$ cat config.mk
export PLATFORM = sky130hd
export DESIGN_NAME = threshold_blob_centroid_bbox
export DESIGN_NICKNAME = d
export VERILOG_FILES = /design/src/rtl/core/tbcb_pkg.sv /design/src/rtl/core/tbcb_front.sv /design/src/rtl/core/tbcb_fifo.sv /design/src/rtl/core/tbcb_back.sv /design/src/rtl/core/threshold_blob_centroid_bbox.sv
export SDC_FILE = /design/constraint.sdc
export NUM_CORES = 2
export LEC_CHECK = 0
export ABC_CLOCK_PERIOD_IN_PS = 12300
export BUFFER_PORTS_ARGS = -buffer_cell sky130_fd_sc_hd__buf_2
export CELL_PAD_IN_SITES_DETAIL_PLACEMENT = 0
export CELL_PAD_IN_SITES_GLOBAL_PLACEMENT = 2
export CORE_MARGIN = 2
export CORE_UTILIZATION = 49
export DETAILED_ROUTE_END_ITERATION = 6
export HOLD_SLACK_MARGIN = 0.12
export PLACE_DENSITY_LB_ADDON = 0.1
export SLEW_MARGIN = 20
export SYNTH_ARGS = -nofsm -noshare
export SYNTH_HDL_FRONTEND = slang
export SYNTH_SLANG_ARGS = --single-unit
$ cat constraint.sdc
create_clock -name i_clk -period 12.3 [get_ports i_clk]
set_clock_uncertainty 0.1 [all_clocks]
set_input_delay 1.23 -clock i_clk [delete_from_list [all_inputs] [get_ports i_clk]]
set_output_delay 1.23 -clock i_clk [all_outputs]
set_load 0.02 [all_outputs]
$ cat src/rtl/core/tbcb_pkg.sv
// Types, constants and helpers for the threshold/centroid/bounding-box block.
package tbcb_pkg;

    localparam int unsigned MAX_DIM = 1024;

    localparam int unsigned PIX_W   = 8;
    localparam int unsigned COORD_W = 10;
    localparam int unsigned CNT_W   = 21;
    localparam int unsigned SUM_W   = 30;

    localparam int unsigned COORD_LIM =
        ((MAX_DIM - 1) > ((2 ** COORD_W) - 1)) ? ((2 ** COORD_W) - 1) : (MAX_DIM - 1);
    localparam logic [COORD_W-1:0] COORD_MAX = COORD_W'(COORD_LIM);

    localparam logic [PIX_W-1:0] THR_RESET = PIX_W'(30);
    localparam logic [PIX_W-1:0] PIX_WHITE = PIX_W'(255);
    localparam logic [PIX_W-1:0] PIX_BLACK = '0;

    localparam int unsigned FIFO_DEPTH = 4;
    localparam int unsigned FIFO_AW    = $clog2(FIFO_DEPTH);
    localparam int unsigned FIFO_CW    = $clog2(FIFO_DEPTH + 1);

    localparam int unsigned STEP_W    = $clog2(SUM_W);
    localparam logic [STEP_W-1:0] STEP_LAST = STEP_W'(SUM_W - 1);

    typedef struct packed {
        logic [PIX_W-1:0]   pixel;
        logic [COORD_W-1:0] pos_x;
        logic [COORD_W-1:0] pos_y;
        logic               frame_last;
    } t_in_item;

    typedef struct packed {
        logic [PIX_W-1:0]   binary_pixel;
        logic               stats_valid;
        logic [CNT_W-1:0]   white_total;
        logic [CNT_W-1:0]   black_total;
        logic [COORD_W-1:0] centroid_x;
        logic [COORD_W-1:0] centroid_y;
        logic [COORD_W-1:0] box_left;
        logic [COORD_W-1:0] box_top;
        logic [COORD_W-1:0] box_right;
        logic [COORD_W-1:0] box_bottom;
        logic               no_white;
    } t_out_item;

    // Classified pixel as it travels from front to back; stats fields are
    // zero unless last is set.
    typedef struct packed {
        logic               white;
        logic               last;
        logic               no_white;
        logic [CNT_W-1:0]   white_total;
        logic [CNT_W-1:0]   black_total;
        logic [SUM_W-1:0]   sum_x;
        logic [SUM_W-1:0]   sum_y;
        logic [COORD_W-1:0] box_left;
        logic [COORD_W-1:0] box_top;
        logic [COORD_W-1:0] box_right;
        logic [COORD_W-1:0] box_bottom;
    } t_rec;

    typedef enum logic [1:0] {
        BK_IDLE,
        BK_DIV,
        BK_DONE
    } t_back_state;

    function automatic logic [COORD_W-1:0] clamp_coord(input logic [COORD_W-1:0] v);
        clamp_coord = (v > COORD_MAX) ? COORD_MAX : v;
    endfunction

endpackage

$ cat src/rtl/core/tbcb_front.sv
// Front end: threshold register, pixel classification and frame accumulators.
module tbcb_front (
    input  logic                          i_clk,
    input  logic                          i_rst_n,
    input  logic                          i_cfg_valid,
    output logic                          o_cfg_ready,
    input  logic [tbcb_pkg::PIX_W-1:0]    i_cfg_data,
    input  logic                          i_accept,
    input  tbcb_pkg::t_in_item            i_item,
    output tbcb_pkg::t_rec                o_rec
);

    logic [tbcb_pkg::PIX_W-1:0]   r_thr;
    logic [tbcb_pkg::CNT_W-1:0]   r_wcnt, n_wcnt;
    logic [tbcb_pkg::CNT_W-1:0]   r_bcnt, n_bcnt;
    logic [tbcb_pkg::SUM_W-1:0]   r_sx, n_sx;
    logic [tbcb_pkg::SUM_W-1:0]   r_sy, n_sy;
    logic [tbcb_pkg::COORD_W-1:0] r_lx, n_lx, r_ly, n_ly, r_hx, n_hx, r_hy, n_hy;
    logic                         r_seen, n_seen;

    logic                         white;
    logic [tbcb_pkg::COORD_W-1:0] x, y;
    logic [tbcb_pkg::SUM_W:0]     add_x, add_y;

    assign o_cfg_ready = 1'b1;

    assign white = (i_item.pixel <= r_thr);
    assign x     = tbcb_pkg::clamp_coord(i_item.pos_x);
    assign y     = tbcb_pkg::clamp_coord(i_item.pos_y);
    assign add_x = {1'b0, r_sx} + (tbcb_pkg::SUM_W + 1)'(x);
    assign add_y = {1'b0, r_sy} + (tbcb_pkg::SUM_W + 1)'(y);

    always_comb begin
        n_wcnt = r_wcnt;
        n_bcnt = r_bcnt;
        n_sx   = r_sx;
        n_sy   = r_sy;
        n_lx   = r_lx;
        n_ly   = r_ly;
        n_hx   = r_hx;
        n_hy   = r_hy;
        n_seen = r_seen;
        if (white) begin
            n_wcnt = (&r_wcnt) ? r_wcnt : r_wcnt + 1'b1;
            n_sx   = add_x[tbcb_pkg::SUM_W] ? '1 : add_x[tbcb_pkg::SUM_W-1:0];
            n_sy   = add_y[tbcb_pkg::SUM_W] ? '1 : add_y[tbcb_pkg::SUM_W-1:0];
            n_seen = 1'b1;
            if (!r_seen) begin
                n_lx = x;
                n_hx = x;
                n_ly = y;
                n_hy = y;
            end else begin
                if (x < r_lx) n_lx = x;
                if (x > r_hx) n_hx = x;
                if (y < r_ly) n_ly = y;
                if (y > r_hy) n_hy = y;
            end
        end else begin
            n_bcnt = (&r_bcnt) ? r_bcnt : r_bcnt + 1'b1;
        end
    end

    always_comb begin
        o_rec       = '0;
        o_rec.white = white;
        o_rec.last  = i_item.frame_last;
        if (i_item.frame_last) begin
            o_rec.no_white    = !n_seen;
            o_rec.white_total = n_wcnt;
            o_rec.black_total = n_bcnt;
            if (n_seen) begin
                o_rec.sum_x      = n_sx;
                o_rec.sum_y      = n_sy;
                o_rec.box_left   = n_lx;
                o_rec.box_top    = n_ly;
                o_rec.box_right  = n_hx;
                o_rec.box_bottom = n_hy;
            end
        end
    end

    always_ff @(posedge i_clk) begin
        if (!i_rst_n) begin
            r_thr  <= tbcb_pkg::THR_RESET;
            r_wcnt <= '0;
            r_bcnt <= '0;
            r_sx   <= '0;
            r_sy   <= '0;
            r_lx   <= '0;
            r_ly   <= '0;
            r_hx   <= '0;
            r_hy   <= '0;
            r_seen <= 1'b0;
        end else begin
            if (i_cfg_valid && o_cfg_ready) begin
                r_thr <= i_cfg_data;
            end
            if (i_accept) begin
                if (i_item.frame_last) begin
                    // frame closed: start the next one from nothing
                    r_wcnt <= '0;
                    r_bcnt <= '0;
                    r_sx   <= '0;
                    r_sy   <= '0;
                    r_lx   <= '0;
                    r_ly   <= '0;
                    r_hx   <= '0;
                    r_hy   <= '0;
                    r_seen <= 1'b0;
                end else begin
                    r_wcnt <= n_wcnt;
                    r_bcnt <= n_bcnt;
                    r_sx   <= n_sx;
                    r_sy   <= n_sy;
                    r_lx   <= n_lx;
                    r_ly   <= n_ly;
                    r_hx   <= n_hx;
                    r_hy   <= n_hy;
                    r_seen <= n_seen;
                end
            end
        end
    end

endmodule

$ cat src/rtl/core/tbcb_fifo.sv
// Short register queue carrying classified pixels from front to back.
module tbcb_fifo (
    input  logic           i_clk,
    input  logic           i_rst_n,
    input  logic           i_wr,
    input  tbcb_pkg::t_rec i_wdata,
    output logic           o_full,
    input  logic           i_rd,
    output tbcb_pkg::t_rec o_rdata,
    output logic           o_empty
);

    tbcb_pkg::t_rec                 r_mem [tbcb_pkg::FIFO_DEPTH];
    logic [tbcb_pkg::FIFO_AW-1:0]   r_wp, r_rp;
    logic [tbcb_pkg::FIFO_CW-1:0]   r_cnt;
    logic                           do_wr, do_rd;

    assign o_full  = (r_cnt == tbcb_pkg::FIFO_CW'(tbcb_pkg::FIFO_DEPTH));
    assign o_empty = (r_cnt == '0);
    assign do_wr   = i_wr && !o_full;
    assign do_rd   = i_rd && !o_empty;
    assign o_rdata = r_mem[r_rp];

    always_ff @(posedge i_clk) begin
        if (do_wr) begin
            r_mem[r_wp] <= i_wdata;
        end
    end

    always_ff @(posedge i_clk) begin
        if (!i_rst_n) begin
            r_wp  <= '0;
            r_rp  <= '0;
            r_cnt <= '0;
        end else begin
            if (do_wr) r_wp <= r_wp + 1'b1;
            if (do_rd) r_rp <= r_rp + 1'b1;
            case ({do_wr, do_rd})
                2'b10:   r_cnt <= r_cnt + 1'b1;
                2'b01:   r_cnt <= r_cnt - 1'b1;
                default: r_cnt <= r_cnt;
            endcase
        end
    end

endmodule

$ cat src/rtl/core/tbcb_back.sv
// Back end: serial centroid divider and result output register.
module tbcb_back (
    input  logic                 i_clk,
    input  logic                 i_rst_n,
    input  tbcb_pkg::t_rec       i_rec,
    input  logic                 i_fifo_empty,
    output logic                 o_fifo_pop,
    input  logic                 i_pop,
    output logic                 o_empty,
    output tbcb_pkg::t_out_item  o_out
);

    tbcb_pkg::t_back_state        r_state, n_state;
    tbcb_pkg::t_rec               r_rec;
    logic [tbcb_pkg::SUM_W-1:0]   r_dx, r_dy;   // dividend in, quotient out
    logic [tbcb_pkg::CNT_W-1:0]   r_rx, r_ry;
    logic [tbcb_pkg::STEP_W-1:0]  r_step;
    tbcb_pkg::t_out_item          r_out;
    logic                         r_ov;

    logic                         slot_free, taken;
    logic                         start, direct_load, div_load;
    logic [tbcb_pkg::CNT_W:0]     shx, shy;
    logic                         gex, gey;
    logic [tbcb_pkg::CNT_W-1:0]   remx, remy;

    function automatic logic [tbcb_pkg::COORD_W-1:0] sat_q(
        input logic [tbcb_pkg::SUM_W-1:0] q);
        sat_q = (|q[tbcb_pkg::SUM_W-1:tbcb_pkg::COORD_W]) ? '1 : q[tbcb_pkg::COORD_W-1:0];
    endfunction

    function automatic tbcb_pkg::t_out_item build_out(
        input tbcb_pkg::t_rec             rec,
        input logic [tbcb_pkg::COORD_W-1:0] cx,
        input logic [tbcb_pkg::COORD_W-1:0] cy);
        tbcb_pkg::t_out_item o;
        o              = '0;
        o.binary_pixel = rec.white ? tbcb_pkg::PIX_WHITE : tbcb_pkg::PIX_BLACK;
        o.stats_valid  = rec.last;
        o.white_total  = rec.white_total;
        o.black_total  = rec.black_total;
        o.centroid_x   = cx;
        o.centroid_y   = cy;
        o.box_left     = rec.box_left;
        o.box_top      = rec.box_top;
        o.box_right    = rec.box_right;
        o.box_bottom   = rec.box_bottom;
        o.no_white     = rec.no_white;
        build_out      = o;
    endfunction

    assign o_empty   = !r_ov;
    assign o_out     = r_out;
    assign taken     = i_pop && r_ov;
    assign slot_free = !r_ov || taken;

    // one restoring step per cycle on both coordinates
    assign shx  = {r_rx, r_dx[tbcb_pkg::SUM_W-1]};
    assign shy  = {r_ry, r_dy[tbcb_pkg::SUM_W-1]};
    assign gex  = (shx >= {1'b0, r_rec.white_total});
    assign gey  = (shy >= {1'b0, r_rec.white_total});
    assign remx = gex ? tbcb_pkg::CNT_W'(shx - {1'b0, r_rec.white_total})
                      : shx[tbcb_pkg::CNT_W-1:0];
    assign remy = gey ? tbcb_pkg::CNT_W'(shy - {1'b0, r_rec.white_total})
                      : shy[tbcb_pkg::CNT_W-1:0];

    always_comb begin
        n_state = r_state;
        case (r_state)
            tbcb_pkg::BK_IDLE: begin
                if (!i_fifo_empty && slot_free && i_rec.last && !i_rec.no_white)
                    n_state = tbcb_pkg::BK_DIV;
            end
            tbcb_pkg::BK_DIV: begin
                if (r_step == tbcb_pkg::STEP_LAST) n_state = tbcb_pkg::BK_DONE;
            end
            tbcb_pkg::BK_DONE: begin
                if (slot_free) n_state = tbcb_pkg::BK_IDLE;
            end
            default: n_state = tbcb_pkg::BK_IDLE;
        endcase
    end

    always_comb begin
        o_fifo_pop  = 1'b0;
        div_load    = 1'b0;
        case (r_state)
            tbcb_pkg::BK_IDLE: o_fifo_pop = !i_fifo_empty && slot_free;
            tbcb_pkg::BK_DONE: div_load   = slot_free;
            default: begin
                o_fifo_pop = 1'b0;
                div_load   = 1'b0;
            end
        endcase
        start       = o_fifo_pop && i_rec.last && !i_rec.no_white;
        direct_load = o_fifo_pop && !start;
    end

    always_ff @(posedge i_clk) begin
        if (start) begin
            r_rec <= i_rec;
            r_dx  <= i_rec.sum_x;
            r_dy  <= i_rec.sum_y;
            r_rx  <= '0;
            r_ry  <= '0;
        end else if (r_state == tbcb_pkg::BK_DIV) begin
            r_dx <= {r_dx[tbcb_pkg::SUM_W-2:0], gex};
            r_dy <= {r_dy[tbcb_pkg::SUM_W-2:0], gey};
            r_rx <= remx;
            r_ry <= remy;
        end
        if (direct_load) begin
            r_out <= build_out(i_rec, '0, '0);
        end else if (div_load) begin
            r_out <= build_out(r_rec, sat_q(r_dx), sat_q(r_dy));
        end
    end

    always_ff @(posedge i_clk) begin
        if (!i_rst_n) begin
            r_state <= tbcb_pkg::BK_IDLE;
            r_step  <= '0;
            r_ov    <= 1'b0;
        end else begin
            r_state <= n_state;
            if (start) begin
                r_step <= '0;
            end else if (r_state == tbcb_pkg::BK_DIV) begin
                r_step <= r_step + 1'b1;
            end
            if (direct_load || div_load) begin
                r_ov <= 1'b1;
            end else if (taken) begin
                r_ov <= 1'b0;
            end
        end
    end

endmodule

$ cat src/rtl/core/threshold_blob_centroid_bbox.sv
// Binary threshold with per-frame white-pixel count, centroid and bounding box.
// Pixels are taken one per clock while full is low and each yields one result,
// registered in the queue and then in the output register. A pixel marked last
// of its frame carries the frame statistics; when the frame had white pixels
// its centroids come from a restoring divider in the back end before the result
// is loaded into the output register. In the meantime the four-entry queue
// between front and back keeps accepting pixels of the next frame until full
// rises. A frame with no white pixel sets no_white and reports zero centroid
// and box without any division.
// The threshold resets to 30 and is written through the cfg channel, which is
// always ready; write it only while the block holds no pixel in flight.
module threshold_blob_centroid_bbox (
    input  logic                       i_clk,
    input  logic                       i_rst_n,
    input  logic                       push,
    output logic                       full,
    input  tbcb_pkg::t_in_item         i_in,
    output logic                       empty,
    input  logic                       pop,
    output tbcb_pkg::t_out_item        o_out,
    input  logic                       i_cfg_valid,
    output logic                       o_cfg_ready,
    input  logic [tbcb_pkg::PIX_W-1:0] i_cfg_data
);

    tbcb_pkg::t_rec wr_rec, rd_rec;
    logic           accept, fifo_empty, fifo_pop;

    assign accept = push && !full;

    tbcb_front u_front (
        .i_clk       (i_clk),
        .i_rst_n     (i_rst_n),
        .i_cfg_valid (i_cfg_valid),
        .o_cfg_ready (o_cfg_ready),
        .i_cfg_data  (i_cfg_data),
        .i_accept    (accept),
        .i_item      (i_in),
        .o_rec       (wr_rec)
    );

    tbcb_fifo u_fifo (
        .i_clk   (i_clk),
        .i_rst_n (i_rst_n),
        .i_wr    (accept),
        .i_wdata (wr_rec),
        .o_full  (full),
        .i_rd    (fifo_pop),
        .o_rdata (rd_rec),
        .o_empty (fifo_empty)
    );

    tbcb_back u_back (
        .i_clk        (i_clk),
        .i_rst_n      (i_rst_n),
        .i_rec        (rd_rec),
        .i_fifo_empty (fifo_empty),
        .o_fifo_pop   (fifo_pop),
        .i_pop        (pop),
        .o_empty      (empty),
        .o_out        (o_out)
    );

endmodule

Yosys cells after proc, flatten, opt, wreduce, memory -nomap -nowiden
Memory sizes are Yosys's and may differ from the RTL's. A register that Yosys moved wholly into a read port is not among the register bits.
Cells that the tools add are included.
W data, S select, Z words.
{"block": "classes", "addsub": 11, "n_lt_le_gt_ge": 9, "n_eq_ne": 9, "muxes": 59, "n_bitwise": 1, "n_reduce_logical": 30}
{"operator": "$mux W30", "count": 10}
{"operator": "$mux W112", "count": 2}
{"operator": "$mux W10", "count": 20}
{"operator": "$mux W21", "count": 8}
{"operator": "$mux W143", "count": 1}
{"operator": "$mux W100", "count": 1}
{"operator": "$add A30 B10 Y31", "count": 2}
{"operator": "$ge A22 B21 Y1", "count": 2}
{"operator": "$add A21 B1 Y21 const B", "count": 2}
{"operator": "$reduce_and A21 Y1", "count": 2}
{"operator": "$sub A21 B21 Y21", "count": 2}
{"operator": "$reduce_or A20 Y1", "count": 2}
{"operator": "$gt A10 B10 Y1", "count": 2}
{"operator": "$gt A10 B10 Y1 const B", "count": 2}
{"operator": "$lt A10 B10 Y1", "count": 2}
{"operator": "$mux W8", "count": 2}
{"operator": "$logic_and A1 B1 Y1", "count": 10}
{"operator": "$mux W2", "count": 5}
{"operator": "$le A8 B8 Y1", "count": 1}
{"operator": "$mux W1", "count": 8}
{"operator": "$reduce_bool A2 Y1", "count": 4}
{"operator": "$logic_not A1 Y1", "count": 6}
{"operator": "$ne A2 B1 Y1 const B", "count": 3}
{"operator": "$pmux W2 S3", "count": 1}
{"operator": "other kinds (15)", "count": 19}
{"block": "word_totals", "ff_bits": 465, "ram_bits": 580, "inputBits": 42, "elab_cells": 160, "mem_count": 1}
{"memory": "u_fifo.r_mem", "words": 4, "word_bits": 145, "rd": 1, "rd_clocked_by_memory_dff": 1, "write_ports": 1, "line": "tbcb_fifo.sv:13", "source": "tbcb_pkg::t_rec r_mem [tbcb_pkg::FIFO_DEPTH];"}

Logic depth before layout (Yosys ltp)
{"block": "depth", "ltp_word": 10, "ltp_mapped": 14, "mapped_depth_nobuf": 12}

Modules after synthesis
From an unflattened synthesis, not the netlist that was laid out.
{"block": "hier_totals", "cells_unflattened": 3441, "hier_area_um2": 46324.4}
{"mod": "tbcb_fifo", "instances": 1, "cells_each": 811, "area_per_inst_um2": 21373.0, "seq_area_each_um2": 17596.9}
{"mod": "tbcb_back", "instances": 1, "cells_each": 1149, "area_per_inst_um2": 13505.5, "seq_area_each_um2": 8308.0}
{"mod": "tbcb_front", "instances": 1, "cells_each": 1480, "area_per_inst_um2": 11432.2, "seq_area_each_um2": 3022.9}
{"mod": "threshold_blob_centroid_bbox", "instances": 1, "cells_each": 1, "area_per_inst_um2": 13.8, "seq_area_each_um2": 0.0}

Worst setup path before layout
OpenSTA, ideal clock, no wires.
{"block": "synth_path", "path_type": "in2reg", "start": "input port push", "end": "memory u_fifo.r_mem[0][0] (netlist name), enable pin", "arrival_ps": 5516, "required_ps": 11678, "path_slack_ps": 6162, "path_stages": 5, "n_path_buf": 3, "cell_sequence": "nor2b_1 > clkbuf_1 > clkbuf_1 > clkbuf_1 > and2_1"}
{"block": "synth_between", "elab_chain_cells": 4}
{"element": "from (decl)", "line": "threshold_blob_centroid_bbox.sv:15", "source": "input logic push,"}
{"element": "$logic_and A1 B1 Y1", "line": "threshold_blob_centroid_bbox.sv:29", "source": "assign accept = push && !full;"}
{"element": "$logic_and A1 B1 Y1", "line": "tbcb_fifo.sv:20", "source": "assign do_wr = i_wr && !o_full;"}
{"element": "$mux W1", "line": "tbcb_fifo.sv:25", "source": "if (do_wr) begin"}
{"element": "$mux W1 (not written as such)", "line": "tbcb_fifo.sv:26", "source": "r_mem[r_wp] <= i_wdata;"}
{"element": "to (decl)", "line": "tbcb_fifo.sv:13"}
No other way between the ends.

==> run metrics <==
First-pass DRT Iterations 6; first-pass GRT wire length 165.8 mm; #FFs+latches synth 1,040; status completed; Max VDD drop 0.0001188 V; Initial Util 49.46%; Syn Nets 3,382; Critical Path Source Type register; final setup margin 7.632 ns; initial antenna violation count 1; ANT nets after route 0; DR WL/cell 23.14 um; cells after synthesis 3,218; Ys Warns 0; fmax 214.2 MHz; vias per inst 5.855; Final Hold Fails 0; Worst Path Arrival 5.00 ns; post_cts resized 0; die footprint 0.09512 sq mm; leakage 0.01815 uW; # setup viols final 0; worst min path class register to register; clock latency on the worst-skew pair 0.69 ns; DRT iter0 DRCs 2,108; sequential area share after synthesis 63.71%; Remaining Overflow, GRT 0; power density cells 217.0 mW/mm^2; vias in the first global route 27,630; CTS Buf Count 108; Setup WS pre-CTS 7.319 ns; CTS root buf clkbuf_16; # port buffers 155; height of the die 308.4 um; die width 308.4 um; Synth cell types 84; area of the multi-input gates 0.01530 sq mm; clock-pin slew on the worst setup and hold paths 0.06 ns; commonest non-fill, non-tap cell in the layout edfxtp_1; Storage cell area 0.02894 sq mm; Clock Path Buffers 3; Hold Buf Count CTS 0; Setup TNS 0 ns; Post-Syn Area per Cell 14.11 sq um; P&R area growth vs syn 12.43%; Core Area 0.09180 sq mm; CP Capture Type register; routability cong. 0.8240; slew margin rel. 28.82%; post-CTS setup buffer count 0; CTS tree built; RSZ-0062 raised after global routing false; Worst Tran Pin Value 1.060 ns; share of post-route cells with drive strength above 1 17.89%; Async S/R FF share, synth 0%; Main synth FF type edfxtp_1; largest net degree at the start of global routing 66; DP Wirelength 68.64 mm; CP Max Fanout 64; critical path required time 12.63 ns; max_cap viols 0; critical path type register to register; Layout fillers 7,385; Ports 157; drt total wl 107.9 mm; cell area after synthesis 0.04541 sq mm; Clock Sinks 1,040; Core Rows 111; commonest non-fill, non-tap cells in the layout edfxtp_1, dfxtp_1, nor2_1, buf_2; Final #Nets 3,491; Slew Viols, Final 0; DR DRC count 0; number of synthesized flops with an enable pin 810; fin crit share 37.95%; gr usage total 22.89%; vias 27,310; H-tree levels 3; minimum clock period 4.668 ns
path summary, 6_finish.rpt:
| check | depth (start not counted) | from | to | slack, ns |
|---|---|---|---|---|
| min reg2reg | 2 | u_back.r_ry[6] | u_back.r_ry[6] | 0.37 |
| min | 2 | u_back.r_ry[6] | u_back.r_ry[6] | 0.37 |
| max | 7 | register | u_back.r_dy[1] | 7.63 |
| max reg2reg | 7 | register | u_back.r_dy[1] | 7.63 |
layer usage:
metal	up-vias	GRT usage, %	share of wire (%)
met3	142	2.920	4.1
met4	0	5.933	2.2
met5	-	0	0
met1	13920	31.32	45
met2	597	38.82	49
li1	12650	-	-
power breakdown:
part           switching, uW  total (uW)  internal, uW
clock                   1360        3400          2040
combinational           1690        2760          1070
sequential               299        4920          4620
total                   3350       11100          7730
state kept, by name (all words and copies together), names as in the netlist, 8 cells and up, named ones only:
| name | cells |
|---|---|
| u_front.r_sy | 30 |
| u_front.r_hy | 10 |
| u_front.r_lx | 10 |
| u_front.r_hx | 10 |
| u_back.r_ry | 21 |
| u_back.r_rx | 21 |
| u_front.r_wcnt | 21 |
| u_front.r_bcnt | 21 |
| u_back.r_dx | 30 |
| u_front.r_ly | 10 |
| u_front.r_sx | 30 |
| u_fifo.r_mem | 580 |
| u_front.r_thr | 8 |
| u_back.o_out | 105 |
| u_back.r_dy | 30 |
| u_back.r_rec | 85 |
cells by family after synthesis:
kind of cell	after synthesis	share of synthesized area [%]
AO/OA/AOI/OAI	731	11.14
XOR/XNOR	118	2.276
adder cells (fa/ha/maj)	122	3.444
buffers and inverters	314	2.733
flip-flops	1040	63.71
multiplexers	254	9.754
other	1	0.008259
AND/OR/NAND/NOR	638	6.936
through the flow:
step	area [sq um]	total power [uW]	instances	hold WS (ns)	utilization, %
after floorplan	45410	6920	3218	0.3356	-
after global placement	47330	7728	4460	0.3586	51.55
after detailed placement	47330	7799	4460	0.3673	51.55
after CTS	51050	11210	4663	0.3745	55.61
after global routing	51050	11610	4664	0.3953	55.61
final	51050	11080	4664	0.3703	55.61
cells in the mapped netlist (all sizes together), types with 51 or more instances:
library cell | number | share of area (%)
a21oi | 148 | 1.6
a22o | 136 | 2.6
buf | 53 | 0.57
clkbuf | 149 | 1.2
dfxtp | 230 | 10
edfxtp | 810 | 54
ha | 117 | 3.2
inv | 111 | 0.92
mux2 | 58 | 1.4
mux2i | 51 | 1.1
mux4 | 145 | 7.2
nand2 | 137 | 1.1
nor2 | 202 | 1.7
o21ai | 164 | 1.8
xnor2 | 60 | 1.2
xor2 | 58 | 1.1
worst max-delay path, cell delays in order (launching register included):
cell and delay [ns]:
dfxtp_4 1.02, buf_4 0.63, mux4_2 0.33, inv_1 0.06, nor2_1 0.26, and2_4 0.67
buf_4 0.82, mux2_2 0.42
layout make-up:
cell class	instances	share of cell area (%)
flip-flops and latches	1040	56.68
multi-input cells	1864	29.96
clock buffers	143	5.747
well taps	1243	3.046
repair buffers	201	2.196
clock inverters	60	1.544
inverters	112	0.8235
diodes	1	0.004902
(Power assumes the default switching activity.)
